[config.mk]
export PLATFORM = sky130hd
export DESIGN_NAME = csrp_ctrl
export DESIGN_NICKNAME = d
export VERILOG_FILES = /design/src/hdl/csrp_pkg.sv /design/src/hdl/csrp_ctrl.sv
export VERILOG_INCLUDE_DIRS = /design/src /design/src/hdl
export SDC_FILE = /design/constraint.sdc
export NUM_CORES = 1
export LEC_CHECK = 0
export ABC_AREA = 1
export BUFFER_PORTS_ARGS = -buffer_cell sky130_fd_sc_hd__buf_2
export CORE_AREA = 2 2 79 111
export DETAILED_ROUTE_END_ITERATION = 16
export DIE_AREA = 0 0 81 113
export MAX_ROUTING_LAYER = met4
export PLACE_DENSITY = 0.7
export SLEW_MARGIN = 15
export SYNTH_ARGS = -nofsm -noshare
export SYNTH_HDL_FRONTEND = slang
export SYNTH_SLANG_ARGS = --single-unit
[constraint.sdc]
create_clock -name clk -period 2.7 [get_ports clk]
set_input_delay 0.135 -clock clk [delete_from_list [all_inputs] [get_ports clk]]
set_output_delay 0.135 -clock clk [all_outputs]
set_load 0.005 [all_outputs]
[src/hdl/cosine_similarity_ring_pairs_assert.svh]
// Assertion macros used by the cosine similarity ring-pair controller.
// No dependencies.
`ifndef COSINE_SIMILARITY_RING_PAIRS_ASSERT_SVH
`define COSINE_SIMILARITY_RING_PAIRS_ASSERT_SVH
// implication checked every clock outside reset
`define CSRP_ASSERT_IMP(label, clk, rst, ante, cons) \
  label: assert property (@(posedge clk) disable iff (rst) (ante) |-> (cons)) \
    else $error("assertion failed");
// next-cycle implication
`define CSRP_ASSERT_NEXT(label, clk, rst, ante, cons) \
  label: assert property (@(posedge clk) disable iff (rst) (ante) |=> (cons)) \
    else $error("assertion failed");
`endif

[src/hdl/csrp_pkg.sv]
// Package for the cosine similarity ring-pair block: constants, command and status types.
// No dependencies.
package csrp_pkg;
  localparam int MAX_DOCS_DEF = 16;
  localparam int MAX_TERMS_DEF = 256;
  localparam int COUNT_BITS_DEF = 16;
  localparam int FRACTION_BITS_DEF = 16;
  localparam int FILE_W = 5;
  localparam int WORD_W = 9;
  localparam int DOC_W = 4;
  localparam int SIM_W = 17;
  localparam int IN_W = 16;
  localparam logic [0:0] REG_FILE_COUNT = 1'b0;
  localparam logic [0:0] REG_WORD_COUNT = 1'b1;

  typedef struct packed {
    logic clr;
    logic acc;
    logic sqrt_start;
    logic div_start;
  } csrp_cmd_t;

  typedef struct packed {
    logic sqrt_done;
    logic div_done;
  } csrp_sts_t;
endpackage

[src/hdl/csrp_ctrl.sv]
// Controller: load addressing, pair sequencing and result handshake.
// Depends on csrp_pkg and the assertion macro header.
`include "cosine_similarity_ring_pairs_assert.svh"
module csrp_ctrl #(
  parameter int MAX_DOCS = csrp_pkg::MAX_DOCS_DEF,
  parameter int MAX_TERMS = csrp_pkg::MAX_TERMS_DEF,
  parameter int ADDR_W = $clog2(MAX_DOCS * MAX_TERMS) + 1
) (
  input  logic clk,
  input  logic rst,
  input  logic [csrp_pkg::FILE_W-1:0] file_count,
  input  logic [csrp_pkg::WORD_W-1:0] word_count,
  input  logic in_acc,
  output logic in_ready,
  output logic wr_en,
  output logic [ADDR_W-1:0] wr_addr,
  output logic [ADDR_W-1:0] rd_addr,
  output csrp_pkg::csrp_cmd_t cmd,
  input  csrp_pkg::csrp_sts_t sts,
  output logic out_load,
  output logic [csrp_pkg::DOC_W-1:0] pair_a,
  output logic [csrp_pkg::DOC_W-1:0] pair_b,
  output logic pair_last,
  input  logic out_full
);
  import csrp_pkg::*;
  localparam int RW = $clog2(MAX_DOCS + 1) + 1;
  localparam int CW = $clog2(MAX_TERMS + 1) + 1;

  typedef enum logic [5:0] {
    S_LOAD = 6'b000001, S_READ = 6'b000010, S_DRAIN = 6'b000100,
    S_SQRT = 6'b001000, S_DIV = 6'b010000, S_EMIT = 6'b100000
  } state_t;
  state_t state, state_next;

  logic [RW-1:0] row, files, f, g;
  logic [CW-1:0] col, words, i;
  logic half;
  logic [3:0] drain;

  always_comb begin
    files = (file_count == '0) ? RW'(1) :
            (RW'(file_count) > RW'(MAX_DOCS)) ? RW'(MAX_DOCS) : RW'(file_count);
    words = (word_count == '0) ? CW'(1) :
            (CW'(word_count) > CW'(MAX_TERMS)) ? CW'(MAX_TERMS) : CW'(word_count);
    g = (f + 1'b1 == files) ? '0 : f + 1'b1;
  end

  assign in_ready = (state == S_LOAD);
  assign wr_en = in_acc && row < RW'(MAX_DOCS) && col < CW'(MAX_TERMS);
  assign wr_addr = ADDR_W'(row) * ADDR_W'(MAX_TERMS) + ADDR_W'(col);
  assign rd_addr = ADDR_W'(half ? g : f) * ADDR_W'(MAX_TERMS) + ADDR_W'(i);
  assign pair_a = DOC_W'(f);
  assign pair_b = DOC_W'(g);
  assign pair_last = (f + 1'b1 == files);

  always_comb begin
    state_next = state;
    cmd = '0;
    out_load = 1'b0;
    case (state)
      S_LOAD: if (in_acc && col + 1'b1 >= words && row + 1'b1 >= files) begin
        state_next = S_READ;
        cmd.clr = 1'b1;
      end
      S_READ: begin
        cmd.acc = 1'b1;
        if (half && i + 1'b1 >= words) state_next = S_DRAIN;
      end
      S_DRAIN: if (drain == 4'd3) begin
        state_next = S_SQRT;
        cmd.sqrt_start = 1'b1;
      end
      S_SQRT: if (sts.sqrt_done) begin
        state_next = S_DIV;
        cmd.div_start = 1'b1;
      end
      S_DIV: if (sts.div_done) state_next = S_EMIT;
      S_EMIT: if (!out_full) begin
        out_load = 1'b1;
        if (pair_last) state_next = S_LOAD;
        else begin
          state_next = S_READ;
          cmd.clr = 1'b1;
        end
      end
      default: state_next = S_LOAD;
    endcase
  end

  always_ff @(posedge clk) begin
    if (rst) begin
      state <= S_LOAD;
      row <= '0;
      col <= '0;
      f <= '0;
      i <= '0;
      half <= 1'b0;
      drain <= '0;
    end else begin
      state <= state_next;
      if (in_acc) begin
        if (col + 1'b1 < words) col <= col + 1'b1;
        else begin
          col <= '0;
          row <= (row + 1'b1 < files) ? row + 1'b1 : '0;
        end
      end
      if (state == S_READ) begin
        half <= ~half;
        if (half) i <= i + 1'b1;
      end
      drain <= (state == S_DRAIN) ? drain + 1'b1 : '0;
      if (state == S_LOAD || out_load) i <= '0;
      if (state == S_LOAD) f <= '0;
      else if (out_load) f <= f + 1'b1;
    end
  end

  `CSRP_ASSERT_IMP(a_no_in_busy, clk, rst, in_acc, state == S_LOAD)
  `CSRP_ASSERT_IMP(a_emit_room, clk, rst, out_load, !out_full)
  `CSRP_ASSERT_NEXT(a_last_back, clk, rst, out_load && pair_last, state == S_LOAD)
endmodule

* Yosys cells after proc, flatten, opt, wreduce, memory -nomap -nowiden *
Index checks and enable logic that the tools add are counted.

word-level totals
  bits in latches = 0
  bits in writable memories = 0
  input bits = 20
  word-level logic and storage cells = 81
  memories = 0
  memory bits (read-only) = 0
  output and inout bits = 42
  register bits = 43

cells by class
  bitwise gates (word level) = 3
  shift-type cells = 0
  equality and inequality tests = 14
  divide/modulo/power cells = 0
  $lt $le $gt $ge = 9
  reduce and logical (&&, ||, !) cells = 14
  mux-type cells = 27
  multipliers = 0
  add/subtract/negate cells = 7

operator list
  kind                   number
  $mux 6                 7
  $pmux 6 s6             1
  $add 13x10->13         2
  $add 10x1->10 const B  2
  $ge 10x9->1            2
  $mux 5                 4
  $mux 9                 2
  $add 6x1->6 const B    2
  $lt 10x9->1            1
  $lt 10x9->1 const B    1
  $mux 1                 10
  $mux 10                1
  $ne 2x2->1 const B     5
  $gt 9x9->1 const B     1
  $logic_not 9->1        1
  $eq 6x1->1 const B     1
  $eq 6x2->1 const B     1
  $eq 6x3->1 const B     1
  $eq 6x4->1 const B     1
  $eq 6x5->1             1
  $eq 6x5->1 const B     1
  $eq 6x6->1 const B     1
  $ge 6x5->1             1
  $lt 6x5->1             1
  other kinds (14)       23

* Longest topological paths before layout *
  depth after elaboration = 8
  mapped depth = 22
  depth with buffers taken out = 22

* Worst setup path after synthesis *
No wires, ideal clock.

  path kind = reg-to-output
  from = register f[0]
  to = output rd_addr[12]
  required time = 2565 ps
  arrival time = 2394 ps
  buffers on the path = 0
  cell stages (with the launch flop) = 18
  slack = 171 ps
  path through = dfxtp_1 > ha_1 > xor2_2 > or2_2 > nand3_2 > nor2_2 > nand2_4 > inv_2 > nor2_1 > nand2_1 > o21ai_0 > ha_1 > inv_1 > fa_1 > inv_1 > nand3_1 > nand2_1 > nand2_1

between the ends
  word-level cells in the longest chain between the ends = 5

ends and longest elaborated chain
  what                    RTL line          RTL
  from (decl)             csrp_ctrl.sv:36   logic [RW-1:0] row, files, f, g;
  from (signal assigned)  csrp_ctrl.sv:116  else if (out_load) f <= f + 1'b1;
  $add 6x1->6             n/a
  $eq 6x5->1              n/a
  net pair_last           csrp_ctrl.sv:23   output logic pair_last,
  $mux 5                  csrp_ctrl.sv:46   g = (f + 1'b1 == files) ? '0 : f + 1'b1;
  net pair_b, one bit     csrp_ctrl.sv:22   output logic [csrp_pkg::DOC_W-1:0] pair_b,
  $mux 5                  csrp_ctrl.sv:52   assign rd_addr = ADDR_W'(half ? g : f) * ADDR_W'(MAX_TERMS) + ADDR_W'(i);
  $add 13x10->13          csrp_ctrl.sv:52
  to (decl)               csrp_ctrl.sv:17   output logic [ADDR_W-1:0] rd_addr,

The timed path passes the listed nets, and every way through them passes these cells.

* Worst setup path in the final report *
  from = register f[0]
  to = output rd_addr[12]

between the ends
  word-level cells in the longest chain between the ends = 5

ends and longest elaborated chain
  what              RTL line
  $add 6x1->6       csrp_ctrl.sv:46
  $eq 6x5->1        csrp_ctrl.sv:46
  $mux 5            csrp_ctrl.sv:46
  $mux 5 *          csrp_ctrl.sv:52
  $add 13x10->13 *  csrp_ctrl.sv:52

Every way passes the cells marked *; elsewhere a longest branch is shown, timed or not.

==> reports/qor.csv <==
stage,metric,value,unit
timing,Final min period,2.83,ns
synth,mapped cell area,3550,sq um
drt,top layer in use,met4,
place,number of port buffers,61,
drt,met1 WL,3360,microns
synth,Yosys cell types,40,
timing,final setup fails,5,
drt,vias,3463,
final_layout,Post-Layout Cell Count,686,
timing,clk_skew,0.00545,ns
timing,final hold viol count,0,
clock_network,clk root buf,clkbuf_16,
worst_setup_path,Crit. End Element,output pin,
timing,setup tns final,-0.503,ns
worst_setup_path,worst path required time,2.57,ns
clock_network,clk buf depth,2,
worst_setup_path,Worst Path Arrival,2.69,ns
timing,Peak Freq,354,MHz
final_layout,n_diodes,0,
clock_network,Hold Buf Count CTS,0,
pwr,VDD IR max,0.385,mV
flow_run,max-cap violations,0,
outcome,status,finished with violations,
die,Core ar.,8100,sq um
global_routing,vias in the first global route,3290,
synth,Post-synth EDFFs,0,
drt,routed length per instance,12.9,microns
timing,setup ws final,-0.126,ns
final_layout,final net count,638,
final_layout,Area growth syn-to-layout,24.6,%
die,# IOs,62,
place,Placed Cells,661,
timing,crit share post-route,105,%
worst_setup_path,critical-path maximum fanout,3,
worst_setup_path,WS Path Type,register to output pin,
synth,"Avg Cell Area, Syn",6.92,sq um
timing,Tightest Pin Transition,0.465,ns
clock_network,CTS tree,yes,
drt,first-pass iteration count of the detailed router,4,
drt,drt initial violations,128,
synth,Synth Instances,513,
drt,# DRC,0,
global_routing,largest net degree at the start of global routing,16,
worst_setup_path,CP Launch Type,register,
timing,Slew Limit Fails,0,
clock_network,Skew-Pair Late Insertion Delay,0.28,ns
global_routing,antenna violations before repair,0,
place,gpl congestion,0.840,
global_routing,gr usage total,19.9,%
synth,yosys warns,0,
die,Die Wd,81,microns
clock_network,TritonCTS Buffers,5,
clock_network,clk slew on worst S/H paths,0.06,ns
drt,WL met2,4910,microns
drt,DR WL met3,348,microns
die,Vert. Die Dim,113,microns
synth,Post-Syn Nets,567,
die,starting density of the core,43.8,%
clock_network,H-tree depth,2,
pwr,Power Dens Cells,446,nW/um^2
drt,DR vias/cell,5.05,
hold_path,Hold WC Path Type,input port to register,
synth,Synth Register Bits,43,
worst_setup_path,r2r worst-path depth,15,
synth,register area share after synthesis,24.3,%
drt,Post-DRT Antenna Nets,0,
place,Setup WS pre-CTS,0.0119,ns
global_routing,first-pass GRT wire length,14200,microns
pwr,total design power,1970,uW
synth,top_reg_cell synth,dfxtp_1,
pwr,static leakage,0.00224,uW
global_routing,GR Overflow Total,0,
final_layout,layout cell share with drive strength beyond 1,31.2,%
clock_network,Sink Count,43,
synth,ys async rst share,0,%
die,Cell Rows,39,
place,Detailed Place HPWL,6610,microns
timing,RSZ-0062 raised after global routing,yes,
drt,final wirelength,8820,microns
hold_path,hold path depth,4,
outcome,failing checks,negative setup slack,
die,die area,9150,sq um
timing,Slew headroom,68.8,%
-- path summary, 6_finish.rpt --
check                               from          end  slack (ns)
worst max-delay path                f[0]  rd_addr[12]       -0.13
worst min-delay path              sts[1]     state[3]        0.15
worst max register to register    col[1]       col[1]        0.12
worst min register to register  drain[0]     drain[0]        0.46
-- metal layers --
layer / track usage, % / up-vias
met3: 2.31 / 17
met5: - / -
met2: 37.4 / 85
met1: 20.6 / 1600
li1: - / 1761
met4: 7.34 / 0
-- per-stage QoR --
step,utilization [%],hold slack [ns],area (sq um)
after floorplan,-,0.212,3550
after global placement,47.9,0.429,3880
after detailed placement,47.9,0.444,3880
after global routing,54.6,0.182,4420
final,54.6,0.152,4420
after CTS,53.1,0.145,4300
-- kinds of logic after synthesis --
logic type / count (synthesis) / share of synthesized area [%]
buf+inv: 106 / 13.6
flops: 43 / 24.3
compound gates: 55 / 8.89
simple gates: 246 / 33.5
xor+xnor: 29 / 7.37
fa+ha+maj: 34 / 12.4
-- cell type report --
| cell class | count | area, sq um |
|---|---|---|
| well taps | 102 | 128 |
| clock buffers | 6 | 129 |
| inverters | 80 | 303 |
| multi-input cells | 364 | 2410 |
| flip-flops and latches | 43 | 880 |
| clock inverters | 1 | 30.0 |
| repair buffers | 90 | 538 |
| fillers | 797 | 3680 |
-- cell usage in the layout (no fill, tap or decap), drive strengths merged, types with 9 or more instances in the layout --
master	instances
nor2	54
buf	90
inv	80
nand2	130
dfxtp	43
nand4	10
o21ai	9
xor2	23
ha	32
a21oi	32
nand3	34
-- worst max-delay path: stages (launching register included) --
cell and delay [ns]:
dfxtp_4 0.36, ha_4 0.18, nand3_4 0.10, xor2_2 0.21, inv_1 0.09, nand2_1 0.05, nand2_1 0.07, nor2_2 0.05
nand2_4 0.08, inv_4 0.04, nor2_4 0.09, nand2_2 0.06, o21ai_2 0.08, ha_2 0.20, inv_2 0.04, fa_2 0.32
inv_2 0.09, nand3_2 0.07, nand2_1 0.06, nand2_1 0.04, buf_2 0.12
-- power by group --
group	total (uW)	internal, uW	switching, uW	leakage [uW]
combinational	597	235	363	0.00181
sequential	704	666	38.1	0.000354
clock	671	432	239	0.0000769
-- synth_stat cells, types with 2 or more instances --
cell type / count / area share, %
nor4_1: 4 / 0.71
nand2_2: 9 / 1.6
nor4_4: 2 / 1.2
o21ai_0: 8 / 1.1
clkbuf_1: 3 / 0.32
nand4_1: 9 / 1.6
nor2_4: 2 / 0.63
nand2_1: 118 / 12
nor3_1: 4 / 0.56
o21bai_1: 2 / 0.42
nand3_1: 28 / 3.9
xor2_1: 22 / 5.4
nand3_2: 6 / 1.7
inv_1: 73 / 7.7
a21oi_1: 31 / 4.4
ha_1: 32 / 11
fa_1: 2 / 1.1
dfxtp_1: 43 / 24
nand2_4: 3 / 0.95
inv_2: 7 / 0.74
o22ai_1: 3 / 0.53
or2_2: 3 / 0.53
a211oi_1: 6 / 1.3
xnor2_1: 6 / 1.5
nor2_1: 46 / 4.9
nor2_2: 6 / 1.1
buf_4: 22 / 4.7
-- state kept, by name, indices dropped and copies added (netlist names) --
| name | cells |
|---|---|
| half | 1 |
| col | 10 |
| f | 6 |
| row | 6 |
| state | 6 |
| drain | 4 |
| i | 10 |
-- timing repair --
item | CTS | global route
pin swaps | 12 | 17
gates resized for setup | 40 | 22
setup buffers | 15 | 3
setup endpoints to repair | 7 | 21
Note: power is estimated with default switching activity, not from simulation.
